--- src/rtl/core/ggh_pkg.sv ---
`timescale 1ns / 1ps

package ggh_pkg;

  localparam int CORDIC_STAGES = 16;
  localparam int TBL_LEN       = 24;
  localparam int CORDIC_N      = (CORDIC_STAGES > TBL_LEN) ? TBL_LEN : CORDIC_STAGES;
  // one root bit per step for a 33-bit sum of squares
  localparam int SQRT_STEPS    = 17;
  localparam int NSTEP         = (CORDIC_N > SQRT_STEPS) ? CORDIC_N : SQRT_STEPS;
  localparam int EXT_BITS      = 12;

  localparam logic signed [23:0] PI_Q20 = 24'sd3294199;

  localparam logic [19:0] ATAN_Q20 [TBL_LEN] = '{
    20'd823550, 20'd486170, 20'd256879, 20'd130396, 20'd65451, 20'd32757,
    20'd16383,  20'd8192,   20'd4096,   20'd2048,   20'd1024,  20'd512,
    20'd256,    20'd128,    20'd64,     20'd32,     20'd16,    20'd8,
    20'd4,      20'd2,      20'd1,      20'd0,      20'd0,     20'd0
  };

  typedef enum logic [2:0] {
    CFG_GOAL_X    = 3'd0,
    CFG_GOAL_Y    = 3'd1,
    CFG_GAIN      = 3'd2,
    CFG_SPEED_CAP = 3'd3,
    CFG_STOP_DIST = 3'd4,
    CFG_TURN_THR  = 3'd5
  } cfg_idx_e;

  typedef struct packed {
    logic signed [15:0] goal_x;
    logic signed [15:0] goal_y;
    logic [14:0]        speed_gain;
    logic [14:0]        speed_cap;
    logic [14:0]        stop_dist;
    logic [14:0]        turn_thr;
  } cfg_t;

  // CORDIC vector/angle plus square-root remainder/root, carried per item
  typedef struct packed {
    logic signed [31:0] cx;
    logic signed [31:0] cy;
    logic signed [23:0] cz;
    logic [32:0]        sn;
    logic [33:0]        sr;
    logic signed [15:0] hd;
  } iter_t;

endpackage

--- src/rtl/core/ggh_front.sv ---
`timescale 1ns / 1ps

module ggh_front (
  input  logic               clk_i,
  input  logic               rst_ni,
  input  ggh_pkg::cfg_t      cfg_i,
  input  logic               valid_i,
  output logic               ready_o,
  input  logic signed [15:0] pose_x_i,
  input  logic signed [15:0] pose_y_i,
  input  logic signed [15:0] heading_i,
  output logic               valid_o,
  input  logic               ready_i,
  output ggh_pkg::iter_t     data_o
);

  logic               v0_q, v1_q, v2_q;
  logic               en0, en1, en2;
  logic signed [16:0] dx0_q, dy0_q, dx1_q, dy1_q;
  logic signed [15:0] hd0_q, hd1_q;
  logic [31:0]        sqx_q, sqy_q;
  logic signed [33:0] sqx_full, sqy_full;
  logic signed [16:0] dx_d, dy_d, ax, ny;
  ggh_pkg::iter_t     out_d, out_q;

  assign en2     = !v2_q || ready_i;
  assign en1     = !v1_q || en2;
  assign en0     = !v0_q || en1;
  assign ready_o = en0;
  assign valid_o = v2_q;
  assign data_o  = out_q;

  assign dx_d = 17'(cfg_i.goal_x) - 17'(pose_x_i);
  assign dy_d = 17'(cfg_i.goal_y) - 17'(pose_y_i);

  assign sqx_full = dx0_q * dx0_q;
  assign sqy_full = dy0_q * dy0_q;

  // pre-rotate by pi when the vector points into the left half plane
  always_comb begin
    ax = dx1_q[16] ? -dx1_q : dx1_q;
    ny = dx1_q[16] ? -dy1_q : dy1_q;
    out_d.cx = 32'(ax) <<< ggh_pkg::EXT_BITS;
    out_d.cy = 32'(ny) <<< ggh_pkg::EXT_BITS;
    if (dx1_q[16]) begin
      out_d.cz = dy1_q[16] ? -ggh_pkg::PI_Q20 : ggh_pkg::PI_Q20;
    end else begin
      out_d.cz = '0;
    end
    out_d.sn = {1'b0, sqx_q} + {1'b0, sqy_q};
    out_d.sr = '0;
    out_d.hd = hd1_q;
  end

  always_ff @(posedge clk_i or negedge rst_ni) begin
    if (!rst_ni) begin
      v0_q <= 1'b0;
      v1_q <= 1'b0;
      v2_q <= 1'b0;
    end else begin
      if (en0) v0_q <= valid_i;
      if (en1) v1_q <= v0_q;
      if (en2) v2_q <= v1_q;
    end
  end

  always_ff @(posedge clk_i) begin
    if (en0) begin
      dx0_q <= dx_d;
      dy0_q <= dy_d;
      hd0_q <= heading_i;
    end
    if (en1) begin
      dx1_q <= dx0_q;
      dy1_q <= dy0_q;
      hd1_q <= hd0_q;
      sqx_q <= sqx_full[31:0];
      sqy_q <= sqy_full[31:0];
    end
    if (en2) begin
      out_q <= out_d;
    end
  end

endmodule

--- config.mk ---
export PLATFORM = sky130hd
export DESIGN_NAME = ggh_front
export DESIGN_NICKNAME = d
export VERILOG_FILES = /design/src/rtl/core/ggh_pkg.sv /design/src/rtl/core/ggh_front.sv
export SDC_FILE = /design/constraint.sdc
export NUM_CORES = 2
export LEC_CHECK = 0
export BUFFER_PORTS_ARGS = -buffer_cell sky130_fd_sc_hd__clkbuf_2
export CAP_MARGIN = 15
export CORE_UTILIZATION = 50
export DETAILED_ROUTE_END_ITERATION = 12
export HOLD_SLACK_MARGIN = 0.1
export MAX_ROUTING_LAYER = met4
export PLACE_DENSITY_LB_ADDON = 0.1
export SETUP_SLACK_MARGIN = 0.05
export SLEW_MARGIN = 15
export SYNTH_ARGS = -nofsm -noshare
export SYNTH_HDL_FRONTEND = slang
export SYNTH_SLANG_ARGS = --single-unit
export TNS_END_PERCENT = 30
--- constraint.sdc ---
create_clock -name clk_i -period 8.96 [get_ports clk_i]
set_input_delay 1.792 -clock clk_i [delete_from_list [all_inputs] [get_ports clk_i]]
set_output_delay 1.792 -clock clk_i [all_outputs]
set_load 0.005 [all_outputs]
==> flow_summary.json <==
{
  "cts_setup_buffers": 0,
  "die_x_um": 248.2,
  "ant_nets": 0,
  "clkTransAtPathRegs_ns": 0.06,
  "routedWlPerCell_um": 16.50,
  "root_buffer": "clkbuf_16",
  "worstSkewPairLatency_ns": 0.59,
  "fin_worst_skew_ns": 0.02186,
  "setup_viol": 0,
  "first_global_vias": 20960,
  "crit_type": "flop to flop",
  "dr.first_iter.drc_count": 901,
  "holdPathStages": 0,
  "area_growth_pct": 8.033,
  "grt_max_degree": 63,
  "yosysTopAreaCellShare_pct": 33.95,
  "drtPass1Iterations": 5,
  "num_antenna_cells": 0,
  "core.rowCount": 89,
  "dp_hpwl_mm": 51.04,
  "ys_types": 66,
  "synth-edff-count": 246,
  "coreArea_sq_um": 59460,
  "worstMarginPinSlew_ns": 1.029,
  "min_period_ns": 7.138,
  "antenna_found_initial": 3,
  "routabilityCongestion": 0.8704,
  "hold_viol_final": 0,
  "hold_class": "flop to flop",
  "r2r-start": "dx0_q[15]",
  "yosysSeqAreaShare_pct": 24.62,
  "clkSinkCount": 249,
  "max_stage_delay_ns": 0.77,
  "crit_required_ns": 9.29,
  "postCtsHoldBufs": 0,
  "dieArea_sq_um": 61610,
  "crit_top_cell": "fa_1",
  "io_pins": 317,
  "initial_core_util_pct": 50.97,
  "slowest_stage": "edfxtp_1",
  "postSynth.asyncResetShare_pct": 1.205,
  "yosysWarnings": 0,
  "viasPerCell": 5.117,
  "route.vias.total": 19530,
  "portBuffers": 198,
  "reg2reg_depth": 22,
  "grt_setup_unrepaired": "false",
  "hold_path_end": "data_o[8]",
  "finalCritPeriodShare_pct": 79.67,
  "cts_tree": "done",
  "drc": 0,
  "crit_chain": "inv_1 > nor2_1 > fa_1 > inv_1 > fa_1 > inv_1 > fa_1 > fa_1 > fa_1 > inv_1 > fa_1 > inv_1 > ha_1 > nand3_1 > nor3_1 > nand3_1 > nand3_1 > a31oi_1 > a21oi_1 > a211oi_1 > o21bai_1 > xnor2_1",
  "grt-ovfl-total": 0,
  "cts_resized": 0,
  "cp.arrival_ns": 7.46,
  "critPathLaunchType": "flop",
  "syn_inst": 2863,
  "synth_ff_type": "edfxtp_1",
  "ys_seq_elements": 249,
  "min_from": "hd1_q[8]",
  "clock.fmax_ghz": 0.1401,
  "synth_common_cells": "inv_1, fa_1, edfxtp_1",
  "r2r-end": "sqx_q[31]",
  "synth_most_common_cell": "inv_1",
  "worstSetupEndpointType": "flop",
  "synth.area.top_cells": "fa_1, edfxtp_1, ha_1",
  "clock_path_buffers": 3,
  "drv_cap": 0,
  "htree_levels": 1,
  "synth_area_sq_um": 30310,
  "finalMaxSlewViolations": 0,
  "die_h_um": 248.2,
  "cts_made_buffers": 29,
  "grt_pass1_wl_mm": 104.8,
  "yosys.area.top_type": "fa_1",
  "slew_headroom_pct": 31.43,
  "track_usage_pct": 22.40,
  "rrSetupSlack_ns": 1.82,
  "outcome": "complete, no violations",
  "syn_avg_cell_area_sq_um": 10.59,
  "final_layout_size_suffix_gt1_share_pct": 9.034,
  "crit_fanout": 14,
  "final_nets": 3914,
  "tns_ns": 0,
  "routed_wl_mm": 62.97
}
-- metal layers --
layer	up-vias	share of wire [%]	track usage, %
met2	479	50	38.92
met3	81	4.0	1.648
met4	0	2.0	4.179
met1	9917	44	29.05
met5	-	0	-
li1	9054	-	-
-- flip-flops by register name, indices dropped and copies added (netlist names), 17 cells and up --
| signal | cells |
|---|---|
| data_o | 86 |
| sqx_q | 30 |
| sqy_q | 30 |
| dx0_q | 17 |
| dx1_q | 17 |
| dy0_q | 17 |
| dy1_q | 17 |
-- kinds of logic after synthesis --
logic type	synth area share, %
fa+ha+maj	43.57
xor+xnor	4.681
compound gates	5.837
mux	0.1073
simple gates	9.520
buf+inv	11.65
flops	24.62
other cells	0.01237
-- critical path: cells and delay by family, from the launching register on --
| family | cells | cell delay [ns] |
|---|---|---|
| adder cells (fa/ha/maj) | 7 | 3.15 |
| AND/OR/NAND/NOR | 5 | 1.47 |
| AO/OA/AOI/OAI | 4 | 0.79 |
| flip-flops | 1 | 0.77 |
| buffers and inverters | 5 | 0.65 |
| XOR/XNOR | 1 | 0.08 |
-- worst max path at each step --
stage | start | slack, ns | to | cells past startpoint
6_report | dx0_q[15] | 1.82 | sqx_q[31] | 22
5_1_grt | dx0_q[2] | 1.34 | sqx_q[31] | 20
4_1_cts | dx0_q[7] | 1.78 | sqx_q[31] | 22
3_5_place_dp | dx0_q[7] | 1.79 | sqx_q[31] | 22
3_3_place_gp | dx0_q[7] | 2.03 | sqx_q[31] | 22
2_1_floorplan | dx0_q[16] | 2.63 | sqx_q[31] | 24
-- area by class of cell --
class	instances	area, sq um
clock buffer	35	748.2
clock inverter	17	257.7
fill	5298	26720
inverter	719	2699
multi-input combinational	1815	19540
sequential	249	7462
tap	773	967.2
timing repair buffer	209	1074
-- stage by stage --
| stage | hold WS (ns) | cell area (sq um) | setup WS (ns) | cells | util, % |
|---|---|---|---|---|---|
| finish | 0.4147 | 32740 | 1.822 | 3817 | 55.06 |
| floorplan | 0.4003 | 30520 | 2.630 | 2920 | - |
| detailed placement | 0.4045 | 31740 | 1.793 | 3765 | 53.37 |
| global placement | 0.4014 | 31740 | 2.033 | 3765 | 53.37 |
| CTS | 0.4185 | 32740 | 1.775 | 3817 | 55.06 |
| global route | 0.4271 | 32740 | 1.335 | 3817 | 55.06 |
-- placed cells by master (no fill, tap or decap), types with 15 or more instances in the layout --
| cell type | n |
|---|---|
| nand2_1 | 197 |
| nor2b_1 | 37 |
| nand3_1 | 20 |
| xor2_1 | 32 |
| inv_1 | 719 |
| xnor2_1 | 130 |
| clkbuf_16 | 29 |
| a21oi_1 | 66 |
| nand2b_1 | 25 |
| nor2_1 | 95 |
| ha_1 | 233 |
| o21a_1 | 17 |
| edfxtp_1 | 246 |
| nor3_1 | 29 |
| fa_1 | 514 |
| conb_1 | 58 |
| clkbuf_2 | 198 |
| and2_1 | 118 |
| and3_1 | 20 |
| a211oi_1 | 15 |
| o21ai_0 | 52 |
| a21o_1 | 31 |
Power is not shown: default switching activity piles up to over one toggle a cycle in this logic, so the estimate is an artifact.
