--- config.mk ---
export PLATFORM = sky130hd
export DESIGN_NAME = ggh_back
export DESIGN_NICKNAME = d
export VERILOG_FILES = /design/src/rtl/core/ggh_pkg.sv /design/src/rtl/core/ggh_back.sv
export SDC_FILE = /design/constraint.sdc
export NUM_CORES = 1
export LEC_CHECK = 0
export ABC_CLOCK_PERIOD_IN_PS = 13000
export BUFFER_PORTS_ARGS = -buffer_cell sky130_fd_sc_hd__clkbuf_2
export CAP_MARGIN = 20
export CORE_ASPECT_RATIO = 0.8
export CORE_MARGIN = 2
export CORE_UTILIZATION = 55
export DETAILED_ROUTE_END_ITERATION = 8
export PLACE_DENSITY = 0.88
export SETUP_SLACK_MARGIN = 0.15
export SKIP_LAST_GASP = 1
export SLEW_MARGIN = 30
export SYNTH_ARGS = -nofsm -noshare
export SYNTH_HDL_FRONTEND = slang
export SYNTH_SLANG_ARGS = --single-unit
--- constraint.sdc ---
create_clock -name clk_i -period 13 [get_ports clk_i]
set_input_delay 1.95 -clock clk_i [delete_from_list [all_inputs] [get_ports clk_i]]
set_output_delay 1.95 -clock clk_i [all_outputs]
set_load 0.05 [all_outputs]
--- src/rtl/core/ggh_pkg.sv ---
`timescale 1ns / 1ps

package ggh_pkg;

  localparam int CORDIC_STAGES = 16;
  localparam int TBL_LEN       = 24;
  localparam int CORDIC_N      = (CORDIC_STAGES > TBL_LEN) ? TBL_LEN : CORDIC_STAGES;
  // one root bit per step for a 33-bit sum of squares
  localparam int SQRT_STEPS    = 17;
  localparam int NSTEP         = (CORDIC_N > SQRT_STEPS) ? CORDIC_N : SQRT_STEPS;
  localparam int EXT_BITS      = 12;

  localparam logic signed [23:0] PI_Q20 = 24'sd3294199;

  localparam logic [19:0] ATAN_Q20 [TBL_LEN] = '{
    20'd823550, 20'd486170, 20'd256879, 20'd130396, 20'd65451, 20'd32757,
    20'd16383,  20'd8192,   20'd4096,   20'd2048,   20'd1024,  20'd512,
    20'd256,    20'd128,    20'd64,     20'd32,     20'd16,    20'd8,
    20'd4,      20'd2,      20'd1,      20'd0,      20'd0,     20'd0
  };

  typedef enum logic [2:0] {
    CFG_GOAL_X    = 3'd0,
    CFG_GOAL_Y    = 3'd1,
    CFG_GAIN      = 3'd2,
    CFG_SPEED_CAP = 3'd3,
    CFG_STOP_DIST = 3'd4,
    CFG_TURN_THR  = 3'd5
  } cfg_idx_e;

  typedef struct packed {
    logic signed [15:0] goal_x;
    logic signed [15:0] goal_y;
    logic [14:0]        speed_gain;
    logic [14:0]        speed_cap;
    logic [14:0]        stop_dist;
    logic [14:0]        turn_thr;
  } cfg_t;

  // CORDIC vector/angle plus square-root remainder/root, carried per item
  typedef struct packed {
    logic signed [31:0] cx;
    logic signed [31:0] cy;
    logic signed [23:0] cz;
    logic [32:0]        sn;
    logic [33:0]        sr;
    logic signed [15:0] hd;
  } iter_t;

endpackage

--- src/rtl/core/ggh_back.sv ---
`timescale 1ns / 1ps

module ggh_back (
  input  logic           clk_i,
  input  logic           rst_ni,
  input  ggh_pkg::cfg_t  cfg_i,
  input  logic           valid_i,
  output logic           ready_o,
  input  ggh_pkg::iter_t data_i,
  output logic           valid_o,
  input  logic           stall_i,
  output logic [14:0]    linear_speed_o,
  output logic [14:0]    angular_speed_o
);

  logic               v1_q, v2_q, v3_q;
  logic               en1, en2, en3;

  // round root, bearing and heading error
  logic [16:0]        root, dist_d, dist_q;
  logic [24:0]        zr;
  logic signed [15:0] brg;
  logic signed [16:0] err;
  logic [16:0]        aerr_d, aerr_q;
  logic               stop_d, stop1_q, stop2_q;

  // pick command, form gain product
  logic               turn_d, turn_q;
  logic [31:0]        prod_d, prod_q;
  logic [14:0]        ang_d, ang_q;

  // scale, saturate and clamp
  logic [32:0]        lin_full;
  logic [14:0]        lin_sat, lin_clip;
  logic [14:0]        lin_d, angout_d, lin_q, angout_q;

  assign en3     = !v3_q || !stall_i;
  assign en2     = !v2_q || en3;
  assign en1     = !v1_q || en2;
  assign ready_o = en1;

  assign valid_o         = v3_q;
  assign linear_speed_o  = lin_q;
  assign angular_speed_o = angout_q;

  always_comb begin
    root   = data_i.sr[16:0];
    dist_d = root + 17'(data_i.sn > {16'b0, root});
    zr     = 25'(data_i.cz) + 25'd256;
    brg    = zr[24:9];
    err    = 17'(brg) - 17'(data_i.hd);
    aerr_d = err[16] ? 17'(-err) : 17'(err);
    stop_d = dist_d <= {2'b0, cfg_i.stop_dist};
  end

  always_comb begin
    turn_d = aerr_q > {2'b0, cfg_i.turn_thr};
    prod_d = {17'b0, cfg_i.speed_gain} * {15'b0, dist_q};
    ang_d  = (aerr_q > 17'd32767) ? 15'h7fff : aerr_q[14:0];
  end

  always_comb begin
    lin_full = {1'b0, prod_q} + 33'd1024;
    lin_sat  = (|lin_full[32:26]) ? 15'h7fff : lin_full[25:11];
    lin_clip = (lin_sat > cfg_i.speed_cap) ? cfg_i.speed_cap : lin_sat;
    lin_d    = '0;
    angout_d = '0;
    if (!stop2_q) begin
      if (turn_q) begin
        angout_d = ang_q;
      end else begin
        lin_d = lin_clip;
      end
    end
  end

  always_ff @(posedge clk_i or negedge rst_ni) begin
    if (!rst_ni) begin
      v1_q <= 1'b0;
      v2_q <= 1'b0;
      v3_q <= 1'b0;
    end else begin
      if (en1) v1_q <= valid_i;
      if (en2) v2_q <= v1_q;
      if (en3) v3_q <= v2_q;
    end
  end

  always_ff @(posedge clk_i) begin
    if (en1) begin
      dist_q  <= dist_d;
      aerr_q  <= aerr_d;
      stop1_q <= stop_d;
    end
    if (en2) begin
      turn_q  <= turn_d;
      prod_q  <= prod_d;
      ang_q   <= ang_d;
      stop2_q <= stop1_q;
    end
    if (en3) begin
      lin_q    <= lin_d;
      angout_q <= angout_d;
    end
  end

endmodule

==> results.sh <==
export IMPL_port_buffers=177
export IMPL_ys_seq_elements=107
export IMPL_drtPass1Iterations=5
export IMPL_first_global_vias=12500
export IMPL_cts_setup_buffers=0
export IMPL_antenna_found_initial=0
export IMPL_placed_area_mm2=0.01653
export IMPL_finalSetupViolations=0
export IMPL_grt_pass1_wl_um=57190
export IMPL_fin_crit_ns=8.184
export IMPL_drive_above_1_share_pct=11.52
export IMPL_syn_to_final_growth_pct=9.575
export IMPL_place_congestion=0.9006
export IMPL_synthFlopType="edfxtp_1"
export IMPL_path_clk_slew_ns=0.08
export IMPL_syn_area_per_cell_um2=9.442
export IMPL_dieArea_mm2=0.02933
export IMPL_diodes=0
export IMPL_cts_hold_buffers=0
export IMPL_p_leak_uw=0.008415
export IMPL_critPathCaptureType="register"
export IMPL_worstPathArrival_ns=8.29
export IMPL_initial_core_util_pct=56.21
export IMPL_drv_cap=0
export IMPL_worstMarginPinSlew_ns=0.9189
export IMPL_crit_buf_inv=5
export IMPL_hold_viol=0
export IMPL_syn_num_nets=2266
export IMPL_crit_chain="clkbuf_2 > and2_1 > fa_1 > inv_1 > fa_1 > inv_1 > fa_1 > fa_1 > fa_1 > inv_1 > fa_1 > inv_1 > ha_1 > o21ai_0 > a221oi_1 > nand3_1 > a211oi_1 > or3_1 > a21oi_1 > o31a_1 > xnor2_1"
export IMPL_routed_via_count=11890
export IMPL_core_mm2=0.02736
export IMPL_slowest_delay_ns=0.58
export IMPL_fillers=2153
export IMPL_die_w_um=191.0
export IMPL_synth_seq_area_share_pct=20.79
export IMPL_row_count=54
export IMPL_critPathSlowestCell="fa_1"
export IMPL_rsz0062_at_grt="false"
export IMPL_avgRoutedWirePerCell_um=16.24
export IMPL_dp_slack_ns=4.636
export IMPL_critPathKind="in2reg"
export IMPL_cp_max_fo=17
export IMPL_insertion_delay_ns=0.35
export IMPL_syn_inst=1629
export IMPL_cp_start_kind="input pin"
export IMPL_drt_initial_drc_count=822
export IMPL_wl_um=34680
export IMPL_io_pins=299
export IMPL_ys_top_cells_by_area="fa_1, edfxtp_1, ha_1"
export IMPL_fin_skew_ns=0.007947
export IMPL_synth_edf_count=104
export IMPL_nets=2403
export IMPL_crit_top_cell="fa_1"
export IMPL_h_tree_depth=3
export IMPL_synth_top_area_share_pct=25.12
export IMPL_finalSetupTns_ns=0
export IMPL_p_per_area_mw_per_mm2=271.8
export IMPL_netlist_top_cell_by_area="fa_1"
export IMPL_grt_remaining_overflow=0
export IMPL_max_freq_mhz=122.2
export IMPL_maxSlewHeadroom_pct=38.74
export IMPL_cts_path_max_buffers=2
export IMPL_hold_path_class="reg2reg"
export IMPL_r2r_slack_ns=6.01
export IMPL_worstPathRequired_ns=13.11
export IMPL_vdd_drop_max_mv=0.4549
export IMPL_worst_slack_ns=4.816
export IMPL_grt_max_degree=41
export IMPL_cts_sinks=107
export IMPL_cts_buffers=9
export IMPL_whs_ns=0.4277
export IMPL_ys_types=62
export IMPL_drc_errors=0
export IMPL_cts_resized=0
export IMPL_die_h_um=153.6
export IMPL_outcome="finished clean"
export IMPL_place_hpwl_um=27850
export IMPL_cts_root_buf="clkbuf_16"
export IMPL_ant_nets=0
export IMPL_fin_total_pwr_uw=4581
export IMPL_min_period_over_period_pct=62.95
export IMPL_async_reset_ff_share_pct=2.804
export IMPL_final_area_mm2=0.01685
export IMPL_netlist_area_mm2=0.01538
export IMPL_tritoncts="built"
export IMPL_slew_violations=0
export IMPL_track_usage_pct=23.98
export IMPL_yosys_warnings=0
export IMPL_viasPerCell=5.567
export IMPL_crit_family="adder cells"
-- kinds of logic (layout without fill, tap and decap cells) --
logic type | after synthesis | after routing | share of synthesized area, %
mux | 1 | 1 | 0.06508
xor+xnor | 90 | 90 | 5.125
simple gates | 510 | 510 | 17.29
fa+ha+maj | 370 | 370 | 39.52
buf+inv | 355 | 497 | 8.753
flops | 107 | 107 | 20.79
compound gates | 196 | 196 | 8.460
-- state kept, by name, summed over array words and instances, names as in the netlist --
name	cells
ang_q	15
stop2_q	1
aerr_q	17
turn_q	1
angular_speed_o	15
stop1_q	1
valid_o	1
dist_q	17
v1_q	1
v2_q	1
linear_speed_o	15
prod_q	22
-- cell usage after synthesis (all sizes together) (6+ instances only) --
cell type	number
a21o	26
a21oi	44
a31oi	19
and2	165
and3	18
and4	7
buf	6
clkbuf	47
edfxtp	104
fa	193
ha	177
inv	302
nand2	164
nand2b	8
nand3	25
nand4	23
nor2	43
nor2b	13
nor3	11
nor4	9
o21a	22
o21ai	37
or3	19
xnor2	60
xor2	30
-- worst paths after layout --
| path | from | end | depth (start not counted) |
|---|---|---|---|
| worst max register to register | dist_q[3] | prod_q[31] | 20 |
| max in group asynchronous | rst_ni | valid_o | 1 |
| worst max-delay path | cfg_i[56] | prod_q[31] | 21 |
| min in group asynchronous | rst_ni | v1_q | 1 |
| worst min-delay path | stop1_q | stop2_q | 0 |
| worst min register to register | stop1_q | stop2_q | 0 |
-- metal layers --
layer	part of all wire, %	up-vias	wire length [µm]	global-route usage, %
met5	0	-	0	0
met4	2.8	0	980	8.638
met3	6.1	99	2112	3.081
met2	51	419	17520	41.39
met1	41	5813	14070	30.99
li1	-	5554	-	-
-- layout by cell type (no fill, tap or decap), drive strengths merged, types with 37 or more instances in the layout --
cell	synthesis	routed
inv	302	307
fa	193	193
clkbuf	47	186
ha	177	177
and2	165	165
nand2	164	164
edfxtp	104	104
xnor2	60	60
a21oi	44	44
nor2	43	43
o21ai	37	37
-- power by group --
group          internal [µW]  switching (µW)
clock                    155             139
sequential               679            80.4
combinational           1500            2030
-- final cells by class --
cell class	instances	area (µm²)	share of cell area, %
Clock inverter	7	88.84	0.5271
Inverter	302	1134	6.726
Sequential cell	107	3198	18.98
Clock buffer	9	225.2	1.336
Tap cell	364	455.4	2.702
Multi-Input combinational cell	1167	10850	64.39
Timing Repair Buffer	179	900.9	5.345
-- per-stage QoR --
step                instances  util [%]
floorplan                1629         -
global placement         2119     60.41
detailed placement       2119     60.41
CTS                      2135     61.55
global route             2135     61.59
finish                   2135     61.59
No activity file was read; power rests on OpenSTA's default activity.
